--- config.mk ---
export PLATFORM = sky130hd
export DESIGN_NAME = dda_line_rasterizer_unit
export DESIGN_NICKNAME = d
export VERILOG_FILES = /design/src/design/dda_pkg.sv /design/src/design/dda_div.sv /design/src/design/dda_line_rasterizer_unit.sv
export SDC_FILE = /design/constraint.sdc
export NUM_CORES = 1
export LEC_CHECK = 0
export ABC_CLOCK_PERIOD_IN_PS = 5800
export BUFFER_PORTS_ARGS = -buffer_cell sky130_fd_sc_hd__buf_2
export CAP_MARGIN = 40
export CORE_UTILIZATION = 53
export DETAILED_ROUTE_END_ITERATION = 7
export PLACE_DENSITY = 0.78
export SKIP_CTS_REPAIR_TIMING = 1
export SYNTH_ARGS = -nofsm -noshare
export SYNTH_HDL_FRONTEND = slang
export SYNTH_SLANG_ARGS = --single-unit
--- constraint.sdc ---
create_clock -name clk -period 5.8 [get_ports clk]
set_clock_uncertainty 0.1 [all_clocks]
set_input_delay 0.29 -clock clk [delete_from_list [all_inputs] [get_ports clk]]
set_output_delay 0.29 -clock clk [all_outputs]
set_load 0.03 [all_outputs]
--- src/design/dda_pkg.sv ---
package dda_pkg;

  localparam int COORD_BITS = 10;
  localparam int FRAC_BITS  = 16;

  localparam int POS_W  = COORD_BITS + FRAC_BITS + 1;
  localparam int QUOT_W = FRAC_BITS + 1;
  localparam int STEP_W = QUOT_W + 1;
  localparam int REM_W  = COORD_BITS + 1;
  localparam int CNT_W  = $clog2(QUOT_W);

  localparam logic FUNC_LOAD = 1'b0;
  localparam logic FUNC_NEXT = 1'b1;

  typedef struct packed {
    logic                  start;
    logic [COORD_BITS-1:0] mag;
    logic [COORD_BITS-1:0] divisor;
  } dda_div_req_t;

  typedef struct packed {
    logic              done;
    logic [QUOT_W-1:0] quot;
  } dda_div_rsp_t;

  // floor(p + 0.5), clamped at zero, wrapped to the coordinate range
  function automatic logic [COORD_BITS-1:0] round_pos(input logic [POS_W-1:0] p);
    logic [POS_W-1:0] sum;
    sum = p + (POS_W'(1) << (FRAC_BITS - 1));
    if (p[POS_W-1]) begin
      return '0;
    end
    return sum[FRAC_BITS+COORD_BITS-1:FRAC_BITS];
  endfunction

endpackage

--- src/design/dda_div.sv ---
module dda_div (
  input  logic                  clk,
  input  logic                  rst_n,
  input  dda_pkg::dda_div_req_t req,
  output dda_pkg::dda_div_rsp_t rsp
);
  import dda_pkg::*;

  // restoring division, one quotient bit per cycle: mag * 2^FRAC_BITS / divisor
  logic                  busy_r, busy_nxt;
  logic [CNT_W-1:0]      cnt_r, cnt_nxt;
  logic [REM_W-1:0]      rem_r, rem_nxt;
  logic [QUOT_W-1:0]     quot_r, quot_nxt;
  logic [COORD_BITS-1:0] div_r, div_nxt;
  logic                  done_r, done_nxt;
  logic [REM_W-1:0]      diff;
  logic                  ge;
  logic [REM_W-1:0]      kept;

  always_comb begin
    diff     = rem_r - {1'b0, div_r};
    ge       = rem_r >= {1'b0, div_r};
    kept     = ge ? diff : rem_r;
    busy_nxt = busy_r;
    cnt_nxt  = cnt_r;
    rem_nxt  = rem_r;
    quot_nxt = quot_r;
    div_nxt  = div_r;
    done_nxt = 1'b0;
    if (req.start) begin
      busy_nxt = 1'b1;
      cnt_nxt  = CNT_W'(QUOT_W - 1);
      rem_nxt  = {1'b0, req.mag};
      quot_nxt = '0;
      div_nxt  = req.divisor;
    end else if (busy_r) begin
      rem_nxt  = {kept[REM_W-2:0], 1'b0};
      quot_nxt = {quot_r[QUOT_W-2:0], ge};
      cnt_nxt  = cnt_r - CNT_W'(1);
      if (cnt_r == '0) begin
        busy_nxt = 1'b0;
        done_nxt = 1'b1;
      end
    end
  end

  always_ff @(posedge clk) begin
    if (!rst_n) begin
      busy_r <= 1'b0;
      done_r <= 1'b0;
    end else begin
      busy_r <= busy_nxt;
      done_r <= done_nxt;
    end
    cnt_r  <= cnt_nxt;
    rem_r  <= rem_nxt;
    quot_r <= quot_nxt;
    div_r  <= div_nxt;
  end

  assign rsp.done = done_r;
  assign rsp.quot = quot_r;

endmodule

--- src/design/dda_line_rasterizer_unit.sv ---
// DDA line rasterizer.
// Input channel (in_valid/in_ready): in_func = 0 loads a line from
// in_start_x/y to in_end_x/y, in_func = 1 asks for the next point.
// Output channel (out_valid/out_ready): one point per transaction, rounded
// to the nearest pixel, out_last marking the final endpoint.
// A load produces the start point in the next cycle, then computes the two
// per-axis increments on one shared restoring divider, one bit per cycle,
// x first and then y; in_ready stays low until both are done.
// A degenerate line (equal endpoints) gives one point with out_last set and
// needs no division.
// Each next-point transaction gives its point in the next cycle; with the
// receiver ready, points flow at one per cycle. A next-point request with no
// line in progress is taken and gives nothing.
// The single output register holds a point until taken; in_ready is low
// while it is full and out_ready is low.
// Reset (synchronous, rst_n low) leaves the block idle with no line active.
module dda_line_rasterizer_unit (
  input  logic                            clk,
  input  logic                            rst_n,
  input  logic                            in_valid,
  output logic                            in_ready,
  input  logic                            in_func,
  input  logic [dda_pkg::COORD_BITS-1:0]  in_start_x,
  input  logic [dda_pkg::COORD_BITS-1:0]  in_start_y,
  input  logic [dda_pkg::COORD_BITS-1:0]  in_end_x,
  input  logic [dda_pkg::COORD_BITS-1:0]  in_end_y,
  output logic                            out_valid,
  input  logic                            out_ready,
  output logic [dda_pkg::COORD_BITS-1:0]  out_point_x,
  output logic [dda_pkg::COORD_BITS-1:0]  out_point_y,
  output logic                            out_last
);
  import dda_pkg::*;

  typedef enum logic [1:0] {
    ST_IDLE,
    ST_DIV_X,
    ST_DIV_Y
  } state_t;

  state_t                state_r, state_nxt;
  logic [POS_W-1:0]      pos_x_r, pos_x_nxt;
  logic [POS_W-1:0]      pos_y_r, pos_y_nxt;
  logic [STEP_W-1:0]     step_x_r, step_x_nxt;
  logic [STEP_W-1:0]     step_y_r, step_y_nxt;
  logic [COORD_BITS-1:0] steps_left_r, steps_left_nxt;
  logic                  active_r, active_nxt;
  logic                  neg_x_r, neg_x_nxt;
  logic                  neg_y_r, neg_y_nxt;
  logic [COORD_BITS-1:0] ady_r, ady_nxt;
  logic                  out_valid_r, out_valid_nxt;
  logic [COORD_BITS-1:0] out_x_r, out_x_nxt;
  logic [COORD_BITS-1:0] out_y_r, out_y_nxt;
  logic                  out_last_r, out_last_nxt;

  logic                  in_fire;
  logic [COORD_BITS:0]   dx, dy;
  logic [COORD_BITS-1:0] adx, ady, steps;
  logic [POS_W-1:0]      adv_x, adv_y;
  logic [STEP_W-1:0]     q_pos, q_neg;
  dda_div_req_t          div_req;
  dda_div_rsp_t          div_rsp;

  dda_div u_div (
    .clk   (clk),
    .rst_n (rst_n),
    .req   (div_req),
    .rsp   (div_rsp)
  );

  assign in_ready = (state_r == ST_IDLE) && (!out_valid_r || out_ready);
  assign in_fire  = in_valid && in_ready;

  always_comb begin
    dx    = {1'b0, in_end_x} - {1'b0, in_start_x};
    dy    = {1'b0, in_end_y} - {1'b0, in_start_y};
    adx   = dx[COORD_BITS] ? COORD_BITS'(-dx) : dx[COORD_BITS-1:0];
    ady   = dy[COORD_BITS] ? COORD_BITS'(-dy) : dy[COORD_BITS-1:0];
    steps = (adx > ady) ? adx : ady;
    adv_x = pos_x_r + {{(POS_W-STEP_W){step_x_r[STEP_W-1]}}, step_x_r};
    adv_y = pos_y_r + {{(POS_W-STEP_W){step_y_r[STEP_W-1]}}, step_y_r};
    q_pos = {1'b0, div_rsp.quot};
    q_neg = -q_pos;

    state_nxt      = state_r;
    pos_x_nxt      = pos_x_r;
    pos_y_nxt      = pos_y_r;
    step_x_nxt     = step_x_r;
    step_y_nxt     = step_y_r;
    steps_left_nxt = steps_left_r;
    active_nxt     = active_r;
    neg_x_nxt      = neg_x_r;
    neg_y_nxt      = neg_y_r;
    ady_nxt        = ady_r;
    out_valid_nxt  = out_valid_r && !out_ready;
    out_x_nxt      = out_x_r;
    out_y_nxt      = out_y_r;
    out_last_nxt   = out_last_r;
    div_req.start   = 1'b0;
    div_req.mag     = adx;
    div_req.divisor = steps;

    unique case (state_r)
      ST_IDLE: begin
        if (in_fire) begin
          if (in_func == FUNC_LOAD) begin
            pos_x_nxt      = {1'b0, in_start_x, {FRAC_BITS{1'b0}}};
            pos_y_nxt      = {1'b0, in_start_y, {FRAC_BITS{1'b0}}};
            step_x_nxt     = '0;
            step_y_nxt     = '0;
            steps_left_nxt = steps;
            active_nxt     = 1'b0;
            neg_x_nxt      = dx[COORD_BITS];
            neg_y_nxt      = dy[COORD_BITS];
            ady_nxt        = ady;
            out_valid_nxt  = 1'b1;
            out_x_nxt      = in_start_x;
            out_y_nxt      = in_start_y;
            out_last_nxt   = (steps == '0);
            if (steps != '0) begin
              div_req.start = 1'b1;
              state_nxt     = ST_DIV_X;
            end
          end else if (active_r) begin
            pos_x_nxt      = adv_x;
            pos_y_nxt      = adv_y;
            steps_left_nxt = steps_left_r - COORD_BITS'(1);
            active_nxt     = (steps_left_r != COORD_BITS'(1));
            out_valid_nxt  = 1'b1;
            out_x_nxt      = round_pos(adv_x);
            out_y_nxt      = round_pos(adv_y);
            out_last_nxt   = (steps_left_r == COORD_BITS'(1));
          end
        end
      end
      ST_DIV_X: begin
        div_req.mag     = ady_r;
        div_req.divisor = steps_left_r;
        if (div_rsp.done) begin
          step_x_nxt    = neg_x_r ? q_neg : q_pos;
          div_req.start = 1'b1;
          state_nxt     = ST_DIV_Y;
        end
      end
      ST_DIV_Y: begin
        if (div_rsp.done) begin
          step_y_nxt = neg_y_r ? q_neg : q_pos;
          active_nxt = 1'b1;
          state_nxt  = ST_IDLE;
        end
      end
      default: state_nxt = ST_IDLE;
    endcase
  end

  always_ff @(posedge clk) begin
    if (!rst_n) begin
      state_r      <= ST_IDLE;
      pos_x_r      <= '0;
      pos_y_r      <= '0;
      step_x_r     <= '0;
      step_y_r     <= '0;
      steps_left_r <= '0;
      active_r     <= 1'b0;
      out_valid_r  <= 1'b0;
    end else begin
      state_r      <= state_nxt;
      pos_x_r      <= pos_x_nxt;
      pos_y_r      <= pos_y_nxt;
      step_x_r     <= step_x_nxt;
      step_y_r     <= step_y_nxt;
      steps_left_r <= steps_left_nxt;
      active_r     <= active_nxt;
      out_valid_r  <= out_valid_nxt;
    end
    neg_x_r    <= neg_x_nxt;
    neg_y_r    <= neg_y_nxt;
    ady_r      <= ady_nxt;
    out_x_r    <= out_x_nxt;
    out_y_r    <= out_y_nxt;
    out_last_r <= out_last_nxt;
  end

  assign out_valid   = out_valid_r;
  assign out_point_x = out_x_r;
  assign out_point_y = out_y_r;
  assign out_last    = out_last_r;

endmodule

== After elaboration in Yosys (flattened, before gate mapping) ==
Index checks and enable logic that the tools add are counted.

* Register bits after elaboration: 182
* Word-level logic and storage cells: 133

* Add/sub/neg operators: 12
* Magnitude comparators: 2
* Bitwise gates (word level): 3
* Equal/unequal tests: 10
* Reductions and logical operators: 20
* Muxes and demuxes: 65

{| class="wikitable"
|+ Operators by type and width
! kind !! number
|-
| two-way mux 10 bit || 16
|-
| two-way mux 18 bit || 6
|-
| two-way mux 27 bit || 4
|-
| case mux 18 bit (2 select lines) || 2
|-
| adder 27 bit || 2
|-
| adder 26 x 16 -> 26 bit (second input constant) || 2
|-
| two-way mux 1 bit || 28
|-
| subtractor 10 x 10 -> 11 bit || 2
|-
| two-way mux 20 bit || 1
|-
| negator 10 bit || 2
|-
| negator 17 -> 18 bit || 1
|-
| >= comparator 11 x 10 -> 1 bit || 1
|-
| equality test 10 x 1 -> 1 bit (second input constant) || 1
|-
| greater-than comparator 10 bit || 1
|-
| logical NOT 10 bit || 1
|-
| two-way mux 2 bit || 5
|-
| inequality test 10 x 1 -> 1 bit (second input constant) || 1
|-
| nonzero test 10 bit || 1
|-
| subtractor 10 x 1 -> 10 bit (second input constant) || 1
|-
| subtractor 10 bit || 1
|-
| AND reduction 3 bit || 3
|-
| inequality test 2 x 1 -> 1 bit (second input constant) || 4
|-
| AND reduction 4 bit || 2
|-
| case mux 2 bit (3 select lines) || 1
|-
| 14 further kinds || 23
|}

== Logic depth before layout (Yosys ltp) ==
* Word-level depth: 11
* Gate-level depth with buffers: 26
* Mapped depth without buffers: 23

== Hierarchy ==
Synthesis repeated with hierarchy kept, for this count alone.

* Cells, all modules: 1603
* Area, all modules: 13407.9 sq um

{| class="wikitable"
|+ By module, submodules not included
! module !! seq. area each (sq um) !! cells an instance !! times used !! area an instance (sq um)
|-
| dda_line_rasterizer_unit || 3072.9 || 1399 || 1 || 11155.7
|-
| dda_div || 1101.1 || 204 || 1 || 2252.2
|}

== Worst setup path before layout ==
No wires, ideal clock.

* Path type: input-to-reg
* Start: input port in_end_x[0] (netlist name)
* End: register u_div.rem_r[0] (enable)
* Slack: 142 ps
* Setup time: 304 ps
* Data required time: 5396 ps
* Stages on the path: 23
* Data arrival time: 5255 ps
* Path through: inv_1 -> ha_1 -> inv_1 -> fa_1 -> a211oi_1 -> nor2_1 -> xor2_1 -> nor2_1 -> nand4b_1 -> o31ai_1 -> xor2_1 -> inv_1 -> ha_1 -> nand2_1 -> o311ai_0 -> clkbuf_1 -> nand2_1 -> or3_1 -> o22ai_1 -> and4b_1 -> a21oi_1 -> buf_4 -> or3_1

* Cells in the longest elaborated chain, start to end: 11

{| class="wikitable"
|+ RTL lines
! item !! line !! RTL
|-
| start: declaration || dda_line_rasterizer_unit.sv:25 || <nowiki>input logic [dda_pkg::COORD_BITS-1:0] in_end_x,</nowiki>
|-
| subtractor 10 x 10 -> 11 bit (*) || dda_line_rasterizer_unit.sv:75 || <nowiki>dx = {1'b0, in_end_x} - {1'b0, in_start_x};</nowiki>
|-
| negator 10 bit || dda_line_rasterizer_unit.sv:77 || <nowiki>adx = dx[COORD_BITS] ? COORD_BITS'(-dx) : dx[COORD_BITS-1:0];</nowiki>
|-
| two-way mux 10 bit (*) || dda_line_rasterizer_unit.sv:77 ||
|-
| greater-than comparator 10 bit || dda_line_rasterizer_unit.sv:79 || <nowiki>steps = (adx > ady) ? adx : ady;</nowiki>
|-
| two-way mux 10 bit (*) || dda_line_rasterizer_unit.sv:79 ||
|-
| nonzero test 10 bit (*) || dda_line_rasterizer_unit.sv:120 || <nowiki>if (steps != '0) begin</nowiki>
|-
| two-way mux 1 bit (*) || dda_line_rasterizer_unit.sv:120 ||
|-
| two-way mux 1 bit (*) || dda_line_rasterizer_unit.sv:106 || <nowiki>if (in_func == FUNC_LOAD) begin</nowiki>
|-
| two-way mux 1 bit (*) || dda_line_rasterizer_unit.sv:105 || <nowiki>if (in_fire) begin</nowiki>
|-
| case mux 1 bit (2 select lines) (*) || dda_line_rasterizer_unit.sv:103 || <nowiki>unique case (state_r)</nowiki>
|-
| nonzero test 2 bit (no line) (*) || n/a ||
|-
| end signal: assignment || dda_div.sv:56 || <nowiki>rem_r <= rem_nxt;</nowiki>
|-
| end: declaration || dda_div.sv:12 || <nowiki>logic [REM_W-1:0] rem_r, rem_nxt;</nowiki>
|}

Every way passes the cells marked *; elsewhere a longest branch is shown, timed or not.
A chain may end at the register's enable or synchronous reset.

== Worst setup path after layout ==
* Start: input port in_end_x[0] (netlist name)
* End: register u_div.rem_r[4] (enable)

Same word-level chain as after synthesis.

==> results.rst <==
.. list-table::
   :header-rows: 1

   * - Metric
     - Value
   * - Outcome
     - finished, final reports clean
   * - Diodes inserted
     - 0
   * - Cell type contributing the most total cell area after synthesis
     - dfxtp_1
   * - Count of different cell masters after synthesis
     - 87
   * - Mean Syn Cell Area
     - 8.33 um^2
   * - Routed wire length
     - 37500 um
   * - Remaining routing DRC violations
     - 0
   * - Period utilisation layout
     - 0.913
   * - CTS H-tree lvls
     - 4
   * - Number of enable-type register cells in the synthesized netlist
     - 53
   * - Detailed-route vias per instance
     - 6.23
   * - Synth Area in Simple Gates
     - 0.208
   * - Cell area after synthesis
     - 13900 um^2
   * - Wire length of the first global-routing pass
     - 60200 um
   * - Setup repair after global routing missed its margin
     - no
   * - Worst EP required
     - 5830 ps
   * - Peak supply drop
     - 0.212 mV
   * - Half-perimeter wire length of the detailed placement result
     - 27100 um
   * - Largest family of logic cells by synthesized area
     - compound AO/OA/AOI/OAI gates
   * - Sequential cell area fraction in the yosys report
     - 0.301
   * - Synthesized flop and latch total
     - 182
   * - Leakage
     - 6.26 nW
   * - Die area
     - 26800 um^2
   * - Main area contributors after synthesis
     - dfxtp_1, edfxtp_1, ha_1, xnor2_1, nand2_1
   * - Slew at the pin closest to its max-slew limit
     - 880 ps
   * - Async SR Flop Fraction
     - 0
   * - Vias in the first global route
     - 11700
   * - Root buffer cell
     - clkbuf_16
   * - Synthesized-area fraction occupied by xor and xnor cells
     - 0.0771
   * - Final Hold Viols
     - 0
   * - Fmax
     - 189 MHz
   * - Compound-gate portion of the synthesized area
     - 0.232
   * - Number of top-level design ports
     - 68
   * - Layout-stage area growth over the synthesis result
     - 8.99%
   * - Total setup violations reported at the end of the flow
     - 0
   * - Total track usage
     - 0.283
   * - TritonCTS clock tree
     - yes
   * - Final TNS setup
     - 0 ps
   * - Initial core utilization
     - 0.545
   * - Antenna-violating nets left
     - 0
   * - Adder-cell share of the synthesized area
     - 0.0976
   * - Pwr/cell area
     - 311 nW/um^2
   * - Multiplexer share of the synthesized area
     - 0.0335
   * - Most instantiated library cell after synthesis
     - nand2_1
   * - Number of buffers created by CTS
     - 17
   * - Pin count of the biggest net entering global routing
     - 96
   * - Arrival time worst endpoint
     - 5320 ps
   * - Type of element capturing the critical path
     - flip-flop
   * - Grt total ovfl
     - 0
   * - Final-report max-slew violation count
     - 0
   * - Width of the chip
     - 164 um
   * - Synth Net Count
     - 1812
   * - CTS max path bufs
     - 2
   * - Tightest slew margin relative to the limit
     - 0.408
   * - Crit path time final
     - 5290 ps
   * - Share of final-layout standard cells stronger than drive strength 1
     - 0.105
   * - Final Core Density
     - 0.594
   * - Share of Yosys cell area claimed by the top area cell type
     - 0.186
   * - Later-pin clock latency in the skew report
     - 450 ps
   * - Antenna violations before repair
     - 0
   * - Worst hold path class
     - primary input to flip-flop
   * - Most common flop cell mapped by yosys
     - dfxtp_1
   * - WS Path Type
     - primary input to flip-flop
   * - Total core area
     - 25400 um^2
   * - Clock sink count
     - 182
   * - Final net count
     - 1847
   * - First-pass detailed-route iteration total
     - 6
   * - Total of buffers placed on input and output ports
     - 67
   * - Row count
     - 58
   * - Gate Count Post-Synth
     - 1662
   * - Routability Congestion
     - 0.939
   * - Die Y
     - 164 um
   * - Post-detailed-route wirelength per cell
     - 18.4 um
   * - Number of violations reported at the end of detailed-routing iteration 0
     - 1284
   * - Crit Path Max Fanout
     - 14
   * - Routed via count
     - 12700
   * - Startpoint type of the worst setup path
     - primary input
   * - Count of max-cap constraint violations
     - 0
   * - Clock-pin transition on the worst setup and hold timing paths
     - 80 ps
   * - Yosys warning total
     - 0
   * - Fill cell instance count of the final layout
     - 2235
   * - Leading cell types by count after synthesis
     - nand2_1, dfxtp_1, ha_1
-- stage by stage --
stage / hold slack, ps / power, W / instances / area, um^2 / worst slack [ps]
global placement: 357 / 0.00342 / 2002 / 14400 / 160
global route: 38.2 / 0.00496 / 2040 / 15100 / 51.5
CTS: 41.6 / 0.00466 / 2040 / 15100 / 500
floorplan: 345 / 0.00296 / 1662 / 13900 / 142
detailed placement: 368 / 0.00346 / 2008 / 14500 / 75.5
finish: 42.1 / 0.00469 / 2040 / 15100 / 505
-- cell usage in the layout, fill, tap and decap left out, types with 53 or more instances in the layout --
master	count
nand2_1	161
ha_1	100
inv_1	78
o21ai_0	96
xnor2_1	81
a21oi_1	98
buf_2	67
nor2b_1	81
nor2_1	92
dfxtp_1	129
edfxtp_1	53
nor3_1	55
-- layer usage --
metal,part of all wire,GRT usage
met1,0.44,0.376
met2,0.47,0.472
met3,0.058,0.0373
met4,0.028,0.0939
met5,0,0
-- sequential cells by signal, indices dropped and copies added (netlist names), 2 cells and up --
| signal | count |
|---|---|
| out_point_y | 10 |
| u_div.quot_r | 17 |
| step_x_r | 18 |
| out_point_x | 10 |
| pos_y_r | 27 |
| ady_r | 10 |
| u_div.cnt_r | 5 |
| u_div.rem_r | 11 |
| state_r | 2 |
| steps_left_r | 10 |
| step_y_r | 18 |
| pos_x_r | 27 |
| u_div.div_r | 10 |
-- kinds of logic after synthesis --
logic type	Yosys count
compound gates	473
xor+xnor	122
fa+ha+maj	105
buf+inv	165
flops	182
mux	46
simple gates	569
-- where the power goes --
group | internal, W | switching, W | total [W] | leakage [nW]
Combinational | 0.000805 | 0.00115 | 0.00195 | 4.42
Sequential | 0.00146 | 0.0000881 | 0.00154 | 1.54
Clock | 0.000592 | 0.000604 | 0.00120 | 0.290
Total | 0.00285 | 0.00184 | 0.00469 | 6.26
-- layout make-up --
class,count,area (um^2),share of cell area
Inverter,82,308,0.0204
Multi-Input combinational cell,1315,9000,0.597
Clock buffer,18,439,0.0291
Tap cell,330,413,0.0274
Timing Repair Buffer,99,598,0.0396
Sequential cell,182,4170,0.277
Clock inverter,14,159,0.0105
-- worst max-delay path: stages --
cell and delay, ps:
buf_2 90, inv_1 60, ha_1 160, inv_1 50, fa_1 410, a211oi_2 350, nor2_1 100, xor2_1 160
nor2_1 260, nand4b_1 180, o31ai_1 460, xor2_1 230, inv_1 70, ha_1 210, a211o_1 230, a21oi_1 130
o221ai_1 130, o311ai_1 90, buf_4 240, nand2_1 80, or3_1 300, o22ai_1 170, and4b_1 260, a21oi_2 100
or3_1 520
-- worst paths after layout --
kind                                    start              to  slack [ps]  cells past startpoint
worst max register to register     pos_x_r[0]  out_point_x[1]        1550                     12
worst max-delay path              in_end_x[0]  u_div.rem_r[4]         510                     25
worst min-delay path            in_start_x[3]     pos_x_r[19]          40                      3
worst min register to register     pos_x_r[2]      pos_x_r[2]         380                      2
No activity file was read; power rests on OpenSTA's default activity.
